===== src/sv/deq_pkg.sv =====
// Package for the double-ended queue: payload structs, command and status
// codes, internal operation type and default sizes.
// No dependencies.
package deq_pkg;

    localparam int DEFAULT_CAPACITY   = 16;
    localparam int DEFAULT_VALUE_BITS = 32;
    localparam int QUEUE_DEPTH        = 2;

    localparam int CMD_W    = 3;
    localparam int STATUS_W = 2;

    // command codes carried by an input item
    localparam logic [CMD_W-1:0] CMD_PUSH_FRONT = 3'd0;
    localparam logic [CMD_W-1:0] CMD_PUSH_BACK  = 3'd1;
    localparam logic [CMD_W-1:0] CMD_POP_FRONT  = 3'd2;
    localparam logic [CMD_W-1:0] CMD_POP_BACK   = 3'd3;
    localparam logic [CMD_W-1:0] CMD_DUMP       = 3'd4;

    // result status codes
    localparam logic [STATUS_W-1:0] STATUS_OK    = 2'd0;
    localparam logic [STATUS_W-1:0] STATUS_EMPTY = 2'd1;
    localparam logic [STATUS_W-1:0] STATUS_FULL  = 2'd2;

    typedef struct packed {
        logic [CMD_W-1:0]   command;
        logic signed [31:0] item_value;
    } request_t;

    typedef struct packed {
        logic signed [31:0]    result_value;
        logic [STATUS_W-1:0]   status;
        logic                  last_of_run;
    } result_t;

    // decoded operation handed from the front end to the back end
    typedef enum logic [2:0] {
        KIND_PUSH_FRONT,
        KIND_PUSH_BACK,
        KIND_POP_FRONT,
        KIND_POP_BACK,
        KIND_DUMP
    } kind_t;

    typedef struct packed {
        kind_t              kind;
        logic signed [31:0] value;
    } op_t;

endpackage


===== src/sv/deq_front.sv =====
// Front end: takes items off the command port, decodes the command and
// drops unknown codes. Depends on deq_pkg.
module deq_front (
    input  logic              start,
    output logic              busy,
    input  deq_pkg::request_t request,
    input  logic              q_full,
    output logic              q_push,
    output deq_pkg::op_t      q_op
);

    logic known;

    always_comb
    begin
        known         = 1'b1;
        q_op.value    = request.item_value;
        q_op.kind     = deq_pkg::KIND_DUMP;
        unique case (request.command)
            deq_pkg::CMD_PUSH_FRONT: q_op.kind = deq_pkg::KIND_PUSH_FRONT;
            deq_pkg::CMD_PUSH_BACK:  q_op.kind = deq_pkg::KIND_PUSH_BACK;
            deq_pkg::CMD_POP_FRONT:  q_op.kind = deq_pkg::KIND_POP_FRONT;
            deq_pkg::CMD_POP_BACK:   q_op.kind = deq_pkg::KIND_POP_BACK;
            deq_pkg::CMD_DUMP:       q_op.kind = deq_pkg::KIND_DUMP;
            default:                 known     = 1'b0;
        endcase
    end

    assign busy   = q_full;
    // unknown commands are taken but never reach the back end
    assign q_push = start && !q_full && known;

endmodule


===== src/sv/deq_queue.sv =====
// Small op queue between the front and back ends.
// Depends on deq_pkg.
module deq_queue #(
    parameter int DEPTH = deq_pkg::QUEUE_DEPTH
) (
    input  logic         clk,
    input  logic         rst_n,
    input  logic         push,
    input  deq_pkg::op_t push_op,
    output logic         full,
    input  logic         pop,
    output logic         valid,
    output deq_pkg::op_t head
);

    localparam int PTR_W = $clog2(DEPTH);
    localparam int CNT_W = $clog2(DEPTH + 1);

    deq_pkg::op_t     slots_reg [DEPTH];
    logic [PTR_W-1:0] wr_ptr_reg, wr_ptr_next;
    logic [PTR_W-1:0] rd_ptr_reg, rd_ptr_next;
    logic [CNT_W-1:0] count_reg, count_next;
    logic             do_push, do_pop;

    assign full    = (count_reg == CNT_W'(DEPTH));
    assign valid   = (count_reg != '0);
    assign head    = slots_reg[rd_ptr_reg];
    assign do_push = push && !full;
    assign do_pop  = pop && valid;

    always_comb
    begin
        wr_ptr_next = wr_ptr_reg;
        rd_ptr_next = rd_ptr_reg;
        count_next  = count_reg;
        if (do_push)
        begin
            wr_ptr_next = (wr_ptr_reg == PTR_W'(DEPTH - 1)) ? '0 : wr_ptr_reg + 1'b1;
        end
        if (do_pop)
        begin
            rd_ptr_next = (rd_ptr_reg == PTR_W'(DEPTH - 1)) ? '0 : rd_ptr_reg + 1'b1;
        end
        if (do_push && !do_pop)
        begin
            count_next = count_reg + 1'b1;
        end
        else if (do_pop && !do_push)
        begin
            count_next = count_reg - 1'b1;
        end
    end

    always_ff @(posedge clk or negedge rst_n)
    begin
        if (!rst_n)
        begin
            wr_ptr_reg <= '0;
            rd_ptr_reg <= '0;
            count_reg  <= '0;
        end
        else
        begin
            wr_ptr_reg <= wr_ptr_next;
            rd_ptr_reg <= rd_ptr_next;
            count_reg  <= count_next;
        end
    end

    always_ff @(posedge clk)
    begin
        if (do_push)
        begin
            slots_reg[wr_ptr_reg] <= push_op;
        end
    end

endmodule


===== src/sv/deq_back.sv =====
// Back end: ring store with front index and count, executes one op per
// cycle while not dumping and walks the store for a dump. Depends on deq_pkg.
module deq_back #(
    parameter int CAPACITY   = deq_pkg::DEFAULT_CAPACITY,
    parameter int VALUE_BITS = deq_pkg::DEFAULT_VALUE_BITS
) (
    input  logic             clk,
    input  logic             rst_n,
    input  logic             op_valid,
    input  deq_pkg::op_t     op,
    output logic             op_pop,
    output logic             done,
    output deq_pkg::result_t result
);

    localparam int IDX_W = $clog2(CAPACITY);
    localparam int CNT_W = $clog2(CAPACITY + 1);
    localparam int SUM_W = IDX_W + 1;

    typedef enum logic [1:0] {
        ST_IDLE = 2'b01,
        ST_DUMP = 2'b10
    } state_t;

    logic signed [VALUE_BITS-1:0] store_mem [CAPACITY];

    state_t           state_reg, state_next;
    logic [IDX_W-1:0] front_reg, front_next;
    logic [CNT_W-1:0] count_reg, count_next;
    logic [IDX_W-1:0] dump_ptr_reg, dump_ptr_next;
    logic [CNT_W-1:0] dump_rem_reg, dump_rem_next;
    logic             done_reg, done_next;

    logic [deq_pkg::STATUS_W-1:0] status_reg, status_next;
    logic                         last_reg, last_next;
    logic signed [31:0]           echo_reg, echo_next;
    logic                         use_rd_reg, use_rd_next;
    logic signed [VALUE_BITS-1:0] rd_data_reg;

    logic                         wr_en, rd_en;
    logic [IDX_W-1:0]             wr_addr, rd_addr;
    logic signed [VALUE_BITS-1:0] wr_data;
    logic [SUM_W-1:0]             tail_sum;
    logic [IDX_W-1:0]             tail_idx, last_idx;

    function automatic logic [IDX_W-1:0] idx_inc(input logic [IDX_W-1:0] i);
        return (i == IDX_W'(CAPACITY - 1)) ? '0 : i + 1'b1;
    endfunction

    function automatic logic [IDX_W-1:0] idx_dec(input logic [IDX_W-1:0] i);
        return (i == '0) ? IDX_W'(CAPACITY - 1) : i - 1'b1;
    endfunction

    // slot after the back value, and the back value itself
    assign tail_sum = {1'b0, front_reg} + SUM_W'(count_reg);
    assign tail_idx = (tail_sum >= SUM_W'(CAPACITY)) ?
                      IDX_W'(tail_sum - SUM_W'(CAPACITY)) : IDX_W'(tail_sum);
    assign last_idx = idx_dec(tail_idx);

    assign op_pop = op_valid && (state_reg == ST_IDLE);

    always_comb
    begin
        state_next    = state_reg;
        front_next    = front_reg;
        count_next    = count_reg;
        dump_ptr_next = dump_ptr_reg;
        dump_rem_next = dump_rem_reg;
        done_next     = 1'b0;
        status_next   = deq_pkg::STATUS_OK;
        last_next     = 1'b1;
        echo_next     = '0;
        use_rd_next   = 1'b0;
        wr_en         = 1'b0;
        wr_addr       = tail_idx;
        wr_data       = VALUE_BITS'(op.value);
        rd_en         = 1'b0;
        rd_addr       = front_reg;

        unique case (state_reg)
            ST_IDLE:
            begin
                if (op_valid)
                begin
                    done_next = 1'b1;
                    unique case (op.kind)
                        deq_pkg::KIND_PUSH_FRONT,
                        deq_pkg::KIND_PUSH_BACK:
                        begin
                            if (count_reg == CNT_W'(CAPACITY))
                            begin
                                status_next = deq_pkg::STATUS_FULL;
                            end
                            else
                            begin
                                wr_en      = 1'b1;
                                count_next = count_reg + 1'b1;
                                echo_next  = 32'(wr_data);
                                if (op.kind == deq_pkg::KIND_PUSH_FRONT)
                                begin
                                    wr_addr    = idx_dec(front_reg);
                                    front_next = idx_dec(front_reg);
                                end
                            end
                        end
                        deq_pkg::KIND_POP_FRONT,
                        deq_pkg::KIND_POP_BACK:
                        begin
                            if (count_reg == '0)
                            begin
                                status_next = deq_pkg::STATUS_EMPTY;
                            end
                            else
                            begin
                                rd_en       = 1'b1;
                                use_rd_next = 1'b1;
                                count_next  = count_reg - 1'b1;
                                if (op.kind == deq_pkg::KIND_POP_FRONT)
                                begin
                                    front_next = idx_inc(front_reg);
                                end
                                else
                                begin
                                    rd_addr = last_idx;
                                end
                            end
                        end
                        deq_pkg::KIND_DUMP:
                        begin
                            if (count_reg == '0)
                            begin
                                status_next = deq_pkg::STATUS_EMPTY;
                            end
                            else
                            begin
                                rd_en       = 1'b1;
                                use_rd_next = 1'b1;
                                last_next   = (count_reg == CNT_W'(1));
                                if (count_reg != CNT_W'(1))
                                begin
                                    state_next    = ST_DUMP;
                                    dump_ptr_next = idx_inc(front_reg);
                                    dump_rem_next = count_reg - 1'b1;
                                end
                            end
                        end
                        default:
                        begin
                            done_next = 1'b0;
                        end
                    endcase
                end
            end
            ST_DUMP:
            begin
                done_next     = 1'b1;
                rd_en         = 1'b1;
                use_rd_next   = 1'b1;
                rd_addr       = dump_ptr_reg;
                last_next     = (dump_rem_reg == CNT_W'(1));
                dump_ptr_next = idx_inc(dump_ptr_reg);
                dump_rem_next = dump_rem_reg - 1'b1;
                if (dump_rem_reg == CNT_W'(1))
                begin
                    state_next = ST_IDLE;
                end
            end
            default:
            begin
                state_next = ST_IDLE;
            end
        endcase
    end

    always_ff @(posedge clk or negedge rst_n)
    begin
        if (!rst_n)
        begin
            state_reg    <= ST_IDLE;
            front_reg    <= '0;
            count_reg    <= '0;
            dump_ptr_reg <= '0;
            dump_rem_reg <= '0;
            done_reg     <= 1'b0;
        end
        else
        begin
            state_reg    <= state_next;
            front_reg    <= front_next;
            count_reg    <= count_next;
            dump_ptr_reg <= dump_ptr_next;
            dump_rem_reg <= dump_rem_next;
            done_reg     <= done_next;
        end
    end

    always_ff @(posedge clk)
    begin
        status_reg <= status_next;
        last_reg   <= last_next;
        echo_reg   <= echo_next;
        use_rd_reg <= use_rd_next;
    end

    always_ff @(posedge clk)
    begin
        if (wr_en)
        begin
            store_mem[wr_addr] <= wr_data;
        end
        if (rd_en)
        begin
            rd_data_reg <= store_mem[rd_addr];
        end
    end

    assign done                = done_reg;
    assign result.result_value = use_rd_reg ? 32'(rd_data_reg) : echo_reg;
    assign result.status       = status_reg;
    assign result.last_of_run  = last_reg;

endmodule


===== src/sv/double_ended_queue.sv =====
// Top level of the bounded double-ended queue: front end, op queue and
// back end. Depends on deq_pkg, deq_front, deq_queue and deq_back.
//
//   port     dir  type       meaning
//   start    in   logic      item offered; taken when busy is low
//   busy     out  logic      op queue full, items are held off
//   request  in   request_t  command and item_value
//   done     out  logic      one-cycle strobe, result valid this cycle
//   result   out  result_t   result_value, status, last_of_run
//
// Push and pop: one item per cycle while busy is low; the item passes the
// op queue, then the registered store read, and the result strobe is raised
// with the result that is registered there.
// Dump: one result per held entry, one per cycle, set by the single read
// port of the ring store; the op queue fills behind it and raises busy.
// Unknown commands are taken and give no result.
// Reset clears indices, count and control; the store needs no clearing.
// The receiver cannot stall: each result is on the ports for one cycle.
module double_ended_queue #(
    parameter int CAPACITY   = deq_pkg::DEFAULT_CAPACITY,
    parameter int VALUE_BITS = deq_pkg::DEFAULT_VALUE_BITS
) (
    input  logic              clk,
    input  logic              rst_n,
    input  logic              start,
    output logic              busy,
    input  deq_pkg::request_t request,
    output logic              done,
    output deq_pkg::result_t  result
);

    logic         q_full, q_push, q_valid, q_pop;
    deq_pkg::op_t q_in_op, q_head;

    // decode and drop unknown commands
    deq_front u_front (
        .start   (start),
        .busy    (busy),
        .request (request),
        .q_full  (q_full),
        .q_push  (q_push),
        .q_op    (q_in_op)
    );

    // decouples intake from a long dump
    deq_queue #(
        .DEPTH (deq_pkg::QUEUE_DEPTH)
    ) u_queue (
        .clk     (clk),
        .rst_n   (rst_n),
        .push    (q_push),
        .push_op (q_in_op),
        .full    (q_full),
        .pop     (q_pop),
        .valid   (q_valid),
        .head    (q_head)
    );

    // ring store, indices and result registers
    deq_back #(
        .CAPACITY   (CAPACITY),
        .VALUE_BITS (VALUE_BITS)
    ) u_back (
        .clk      (clk),
        .rst_n    (rst_n),
        .op_valid (q_valid),
        .op       (q_head),
        .op_pop   (q_pop),
        .done     (done),
        .result   (result)
    );

endmodule

===== config.mk =====
export PLATFORM = sky130hd
export DESIGN_NAME = double_ended_queue
export DESIGN_NICKNAME = d
export VERILOG_FILES = /design/src/sv/deq_pkg.sv /design/src/sv/deq_front.sv /design/src/sv/deq_queue.sv /design/src/sv/deq_back.sv /design/src/sv/double_ended_queue.sv
export SDC_FILE = /design/constraint.sdc
export NUM_CORES = 1
export LEC_CHECK = 0
export BUFFER_PORTS_ARGS = -buffer_cell sky130_fd_sc_hd__buf_2
export CORE_MARGIN = 2
export CORE_UTILIZATION = 30
export DETAILED_ROUTE_END_ITERATION = 10
export SYNTH_ARGS = -nofsm -noshare
export SYNTH_HDL_FRONTEND = slang
export SYNTH_SLANG_ARGS = --single-unit

===== constraint.sdc =====
create_clock -name clk -period 8.1 [get_ports clk]
set_input_delay 0.405 -clock clk [delete_from_list [all_inputs] [get_ports clk]]
set_output_delay 0.405 -clock clk [all_outputs]
set_load 0.01 [all_outputs]

==> results.sh, run 1 <==
export IMPL_status="finished clean"
export IMPL_ys_flop_type="edfxtp_1"
export IMPL_max_slew_margin_pct=20.4
export IMPL_pre_cts_slack_ns=3.09
export IMPL_nets=1975
export IMPL_drc=0
export IMPL_synth_compound_area_share_pct=12.8
export IMPL_critical_path_buf_inv_count=1
export IMPL_drt_iter0_drc=1548
export IMPL_post_dp_hpwl_um=37900
export IMPL_worstSetupPathDepth=8
export IMPL_critPathLaunchType="register"
export IMPL_clk_pin_slew_ns=0.06
export IMPL_grt_max_degree=99
export IMPL_clk_latency_ns=0.60
export IMPL_register_area_sq_mm=0.0198
export IMPL_cp_max_fo=98
export IMPL_cp_required_ns=8.45
export IMPL_final_cell_area_sq_mm=0.0316
export IMPL_fin_skew_ns=0.0227
export IMPL_vdd_drop_max_mv=0.371
export IMPL_cp_arrival_ns=5.36
export IMPL_cts_root_buf="clkbuf_16"
export IMPL_layout_drive_gt1_share_pct=16.4
export IMPL_synth_seq_cells=675
export IMPL_dieArea_sq_mm=0.0939
export IMPL_grt_pass1_wl_um=105000
export IMPL_syn_inst=1842
export IMPL_synth_area_sq_mm=0.0274
export IMPL_multi_input_area_sq_mm=0.00695
export IMPL_cp_slowest_cell="dfrtp_2"
export IMPL_gp_congestion=0.800
export IMPL_hold_viol=0
export IMPL_cp_end_kind="register"
export IMPL_r2r_cells=8
export IMPL_syn_to_final_growth_pct=15.3
export IMPL_initial_core_util_pct=30.4
export IMPL_synth_top_family_by_area="compound AO/OA/AOI/OAI gates"
export IMPL_pwr_density_cell_mw_per_mm2=428
export IMPL_cap_violations=0
export IMPL_place_area_sq_mm=0.0291
export IMPL_critPathTopFamily="compound AO/OA/AOI/OAI gates"
export IMPL_largest_reg_flops=512
export IMPL_first_global_vias=16600
export IMPL_fin_crit_sh_pct=62.0
export IMPL_report_final_slew_viol_count=0
export IMPL_ctsResizeCount=0
export IMPL_cp_cell_sequence="mux2_2 -> o211ai_2 -> o21a_2 -> nand2_4 -> buf_4 -> a211oi_1 -> o32ai_1 -> a211o_1"
export IMPL_postCtsHoldBufs=29
export IMPL_fp_dieH_um=306
export IMPL_final_cells=3152
export IMPL_cts_tree="yes"
export IMPL_io_buffers=74
export IMPL_clockBufferDepth=3
export IMPL_synthAdderAreaFrac_pct=0.894
export IMPL_min_from="request[13]"
export IMPL_overflow=0
export IMPL_drt_total_wl_um=70400
export IMPL_period_minus_slack_ns=5.02
export IMPL_synthArstFlopShare_pct=3.70
export IMPL_wire_per_inst_um=22.3
export IMPL_ctsHtreeMaxLevel=3
export IMPL_cts_setup_buffers=0
export IMPL_synth_top_cell_by_area="edfxtp_1"
export IMPL_die_x_um=306
export IMPL_hold_class="in -> reg"
export IMPL_synthMuxAreaShare_pct=4.38
export IMPL_timing_worst_setup_path_type="reg -> reg"
export IMPL_design_core_area_sq_mm=0.0903
export IMPL_hold_depth=1
export IMPL_yosys_warnings=0
export IMPL_p_leak_nw=10.8
export IMPL_synth_top_area_share_pct=67.2
export IMPL_setup_viol=0
export IMPL_num_vias=16400
export IMPL_worstMarginPinSlew_ns=1.19
export IMPL_power_mw=13.5
export IMPL_antenna_left=0
export IMPL_gr_usage_all_layers_pct=14.7
export IMPL_rrSetupSlack_ns=3.08
export IMPL_whs_endpoint="u_queue.slots_reg[1][13]"
export IMPL_synth_xor_area_share_pct=0.543
export IMPL_antenna_found_initial=2
export IMPL_syn_avg_cell_area_sq_um=14.9
export IMPL_r2r_end="u_back.rd_data_reg[8]"
export IMPL_num_rows=110
export IMPL_synth_nets=1899
export IMPL_synth_area_top_cells="edfxtp_1 67%, mux2_2 2.9%, dfxtp_1 2.6%, dfrtp_1 2.2%, a21oi_1 2.1%"
export IMPL_cts_buffers=72
export IMPL_post_place_cells=2991
export IMPL_ys_types=66
export IMPL_regToRegStartpoint="u_queue.rd_ptr_reg"
export IMPL_critPathMaxStageDelay_ns=1.08
export IMPL_vias_per_cell=5.22
export IMPL_rsz0062_at_grt="false"
export IMPL_clock_sinks=675
export IMPL_fillers=8533
export IMPL_tns_ns=0
export IMPL_timing_final_ws_setup_ns=3.08
export IMPL_synth_edf_count=614
export IMPL_io_pins=75
export IMPL_yosysSeqAreaShare_pct=72.1
export IMPL_fmax_mhz=199
export IMPL_synth_simple_gate_area_share_pct=6.25
export IMPL_first_pass_iters=6
==> worst register-to-register path: stages, from the launching register on <==
cell and delay, ns:
dfrtp_2 1.08, mux2_2 0.52, o211ai_2 0.18, o21a_2 0.75
nand2_4 0.80, buf_4 0.68, a211oi_1 0.37, o32ai_1 0.14
a211o_1 0.26
==> metrics by stage <==
stage               hold slack, ns  util [%]
detailed placement           0.458      32.2
floorplan                    0.109         -
global placement             0.450      32.2
global route                0.0340      35.0
finish                      0.0469      35.0
CTS                         0.0226      35.0
==> layout make-up <==
class,instances,share of cell area (%)
antenna,1,0.00792
clock inverter,20,0.582
clock buffer,111,6.55
multi-input combinational,978,22.0
sequential,675,62.6
timing repair buffer,143,3.04
tap,1176,4.66
inverter,48,0.570
==> cells in the mapped netlist (8+ instances only) <==
| cell | instances |
|---|---|
| nand2_1 | 123 |
| edfxtp_1 | 614 |
| a22oi_1 | 31 |
| a211oi_1 | 64 |
| buf_2 | 40 |
| ha_1 | 18 |
| a211o_1 | 31 |
| dfxtp_1 | 36 |
| nor3_1 | 25 |
| inv_1 | 48 |
| mux2i_1 | 40 |
| buf_1 | 12 |
| nand3_1 | 40 |
| and3_1 | 69 |
| o32a_1 | 32 |
| a32o_1 | 33 |
| mux2_2 | 71 |
| nor2_1 | 19 |
| dfrtp_1 | 24 |
| and2_1 | 33 |
| clkbuf_1 | 77 |
| xnor2_1 | 8 |
| a221oi_1 | 34 |
| a21oi_1 | 117 |
| o21ai_0 | 87 |
| xor2_1 | 9 |
| o32ai_1 | 32 |
==> layout by cell type, fill, tap and decap left out, types with 9 or more instances in the layout <==
| cell type | instances |
|---|---|
| a211o_1 | 31 |
| a211oi_1 | 64 |
| a21oi_1 | 117 |
| a221oi_1 | 34 |
| a22oi_1 | 31 |
| a32o_1 | 33 |
| and2_1 | 32 |
| and3_1 | 67 |
| buf_2 | 74 |
| buf_4 | 40 |
| clkbuf_1 | 29 |
| clkbuf_16 | 74 |
| dfrtp_1 | 23 |
| dfxtp_1 | 35 |
| dlygate4sd3_1 | 29 |
| edfxtp_1 | 614 |
| ha_1 | 18 |
| inv_1 | 48 |
| mux2_2 | 71 |
| mux2i_1 | 40 |
| nand2_1 | 122 |
| nand3_1 | 40 |
| nor2_1 | 16 |
| nor3_1 | 9 |
| nor3_2 | 16 |
| o21ai_0 | 87 |
| o32a_1 | 32 |
| o32ai_1 | 32 |
| xor2_1 | 9 |
==> per-layer routing <==
metal	GRT usage, %	part of all wire (%)	routed length (um)
met1	20.0	45	31400
met2	24.0	47	33000
met3	2.34	5.8	4060
met4	5.07	2.7	1870
met5	0	0	0
==> logic make-up after synthesis <==
family / count (synthesis)
AOI/OAI and AO/OA: 493
xor gates and xnor gates: 17
adders and majority gates: 19
buffers and inverters: 189
DFF: 675
muxes: 111
and+or+nand+nor: 338
==> where the power goes <==
part / internal [mW] / switching [mW] / total (mW)
Sequential: 4.56 / 0.208 / 4.77
Clock: 1.86 / 1.28 / 3.14
Combinational: 1.89 / 3.73 / 5.61
==> worst max path at each step <==
stage	startpoint	end	slack, ns
3_5_place_dp	u_queue.rd_ptr_reg	u_back.rd_data_reg[8]	3.09
5_1_grt	u_queue.rd_ptr_reg	u_back.rd_data_reg[21]	2.74
6_report	u_queue.rd_ptr_reg	u_back.rd_data_reg[8]	3.08
3_3_place_gp	u_queue.rd_ptr_reg	u_back.rd_data_reg[11]	3.22
2_1_floorplan	u_back.state_reg[0]	u_back.store_mem[0][0]	3.39
4_1_cts	u_queue.rd_ptr_reg	u_back.rd_data_reg[28]	3.05
No activity file was read; power rests on OpenSTA's default activity.
==> run 2, diff against run 1 <==
==> constraint.sdc (replaced) <==
create_clock -name clk -period 4.84 [get_ports clk]
set_input_delay 0.242 -clock clk [delete_from_list [all_inputs] [get_ports clk]]
set_output_delay 0.242 -clock clk [all_outputs]
set_load 0.01 [all_outputs]
==> results.sh, run 2 (synthesis gave the netlist of run 1 again) <==
export IMPL_gr_usage_all_layers_pct=15.3
export IMPL_tns_ns=0
export IMPL_cts_root_buf="clkbuf_16"
export IMPL_cp_arrival_ns=4.36
export IMPL_antenna_found_initial=2
export IMPL_first_global_vias=16700
export IMPL_cts_buffers=71
export IMPL_largest_reg_flops=512
export IMPL_fin_skew_ns=0.0333
export IMPL_fin_util_pct=35.4
export IMPL_io_buffers=74
export IMPL_rsz0062_at_grt="false"
export IMPL_fin_crit_sh_pct=82.7
export IMPL_drt_iter0_drc=1920
export IMPL_first_pass_iters=6
export IMPL_drt_total_wl_um=72600
export IMPL_report_final_slew_viol_count=0
export IMPL_antenna_left=0
export IMPL_status="finished clean"
export IMPL_initial_core_util_pct=30.4
export IMPL_fmax_mhz=250
export IMPL_die_x_um=306
export IMPL_vias_per_cell=5.33
export IMPL_ctsHtreeMaxLevel=3
export IMPL_cap_violations=0
export IMPL_overflow=0
export IMPL_layout_drive_gt1_share_pct=17.4
export IMPL_gp_congestion=0.813
export IMPL_num_vias=16900
export IMPL_wire_per_inst_um=22.9
export IMPL_post_place_cells=3008
export IMPL_clk_pin_slew_ns=0.06
export IMPL_clockBufferDepth=3
export IMPL_io_pins=75
export IMPL_setup_viol=0
export IMPL_vdd_drop_max_mv=0.805
export IMPL_clk_latency_ns=0.62
export IMPL_pwr_density_cell_mw_per_mm2=725
export IMPL_num_rows=110
export IMPL_cp_required_ns=5.19
export IMPL_dieArea_sq_mm=0.0939
export IMPL_p_leak_nw=11.0
export IMPL_hold_viol=0
export IMPL_grt_max_degree=97
export IMPL_post_dp_hpwl_um=40200
export IMPL_hold_class="in -> reg"
export IMPL_critPathLaunchType="register"
export IMPL_final_common_cell="edfxtp_1"
export IMPL_n_antenna_cell=0
export IMPL_nets=1997
export IMPL_design_core_area_sq_mm=0.0903
export IMPL_cts_tree="yes"
export IMPL_cp_cell_sequence="inv_1 -> ha_1 -> o21ba_2 -> o2111ai_2 -> and3_2 -> nor2_4 -> buf_12 -> mux2i_1 -> a221oi_1 -> a211o_1"
export IMPL_drc=0
export IMPL_clock_sinks=675
export IMPL_cp_end_kind="register"
export IMPL_syn_to_final_growth_pct=16.6
export IMPL_grt_pass1_wl_um=108000
export IMPL_period_minus_slack_ns=4.00
export IMPL_critPathMaxStageDelay_ns=0.55
export IMPL_critPathTopFamily="simple AND/OR/NAND/NOR gates"
export IMPL_final_cells=3173
export IMPL_ctsResizeCount=0
export IMPL_max_slew_margin_pct=13.3
export IMPL_critical_path_buf_inv_count=2
export IMPL_fp_dieH_um=306
export IMPL_worstMarginPinSlew_ns=1.30
export IMPL_final_cell_mix="614 x edfxtp_1, 122 x nand2_1, 117 x a21oi_1"
export IMPL_cp_slowest_cell="dfstp_2"
export IMPL_timing_worst_setup_path_type="reg -> reg"
export IMPL_cp_max_fo=71
-- run 2: per-stage QoR --
stage | area, sq um | hold WS (ns) | worst slack [ns] | power, mW
after global placement | 29300 | 0.276 | 0.958 | 17.6
final | 32000 | 0.0525 | 0.835 | 23.2
after floorplan | 27400 | -0.0536 | 0.126 | 14.6
after detailed placement | 29300 | 0.281 | 0.894 | 17.9
after CTS | 32000 | 0.0331 | 0.871 | 23.3
after global routing | 32000 | 0.0578 | 0.659 | 24.4
-- run 2: what timing repair did --
action | CTS | global route
endpoints found under the hold margin | 92 | 0
hold buffers | 35 | 0
buffers inserted | 0 | 0
-- run 2: power by group --
part / switching [mW] / internal, mW / leakage, nW
clock: 2.21 / 3.13 / 1.12
combinational: 6.42 / 3.46 / 3.74
sequential: 0.316 / 7.64 / 6.13
-- run 2: cell type report --
cell class                      count  area [sq um]
Clock buffer                      106          2020
Clock inverter                     24           274
Tap cell                         1176          1470
Multi-Input combinational cell    978          6950
Fill cell                        8553         58300
Inverter                           48           180
Sequential cell                   675         19800
Timing Repair Buffer              166          1290
-- run 2: worst min-delay path, stage by stage --
cell      delay [ns]
buf_2           0.10
nand3b_1        0.18
xnor2_1         0.09
-- run 2: worst paths after layout --
path	startpoint	endpoint	slack, ns	depth (start not counted)
worst max-delay path	u_back.state_reg[0]	u_back.rd_data_reg[17]	0.84	10
worst min-delay path	start	u_queue.wr_ptr_reg	0.05	3
worst max register to register	u_back.state_reg[0]	u_back.rd_data_reg[17]	0.84	10
worst min register to register	u_back.dump_rem_reg[1]	u_back.dump_rem_reg[1]	0.51	2
max in group asynchronous	rst_n	u_queue.rd_ptr_reg	4.20	2
min in group asynchronous	rst_n	u_back.dump_rem_reg[3]	0.21	2
-- run 2: per-layer routing --
metal | routed length [um] | track usage (%) | share of wire, %
met5 | 0 | 0 | 0
met1 | 31900 | 21.9 | 44
met3 | 5620 | 2.40 | 7.7
met4 | 1720 | 4.47 | 2.4
met2 | 33300 | 23.9 | 46
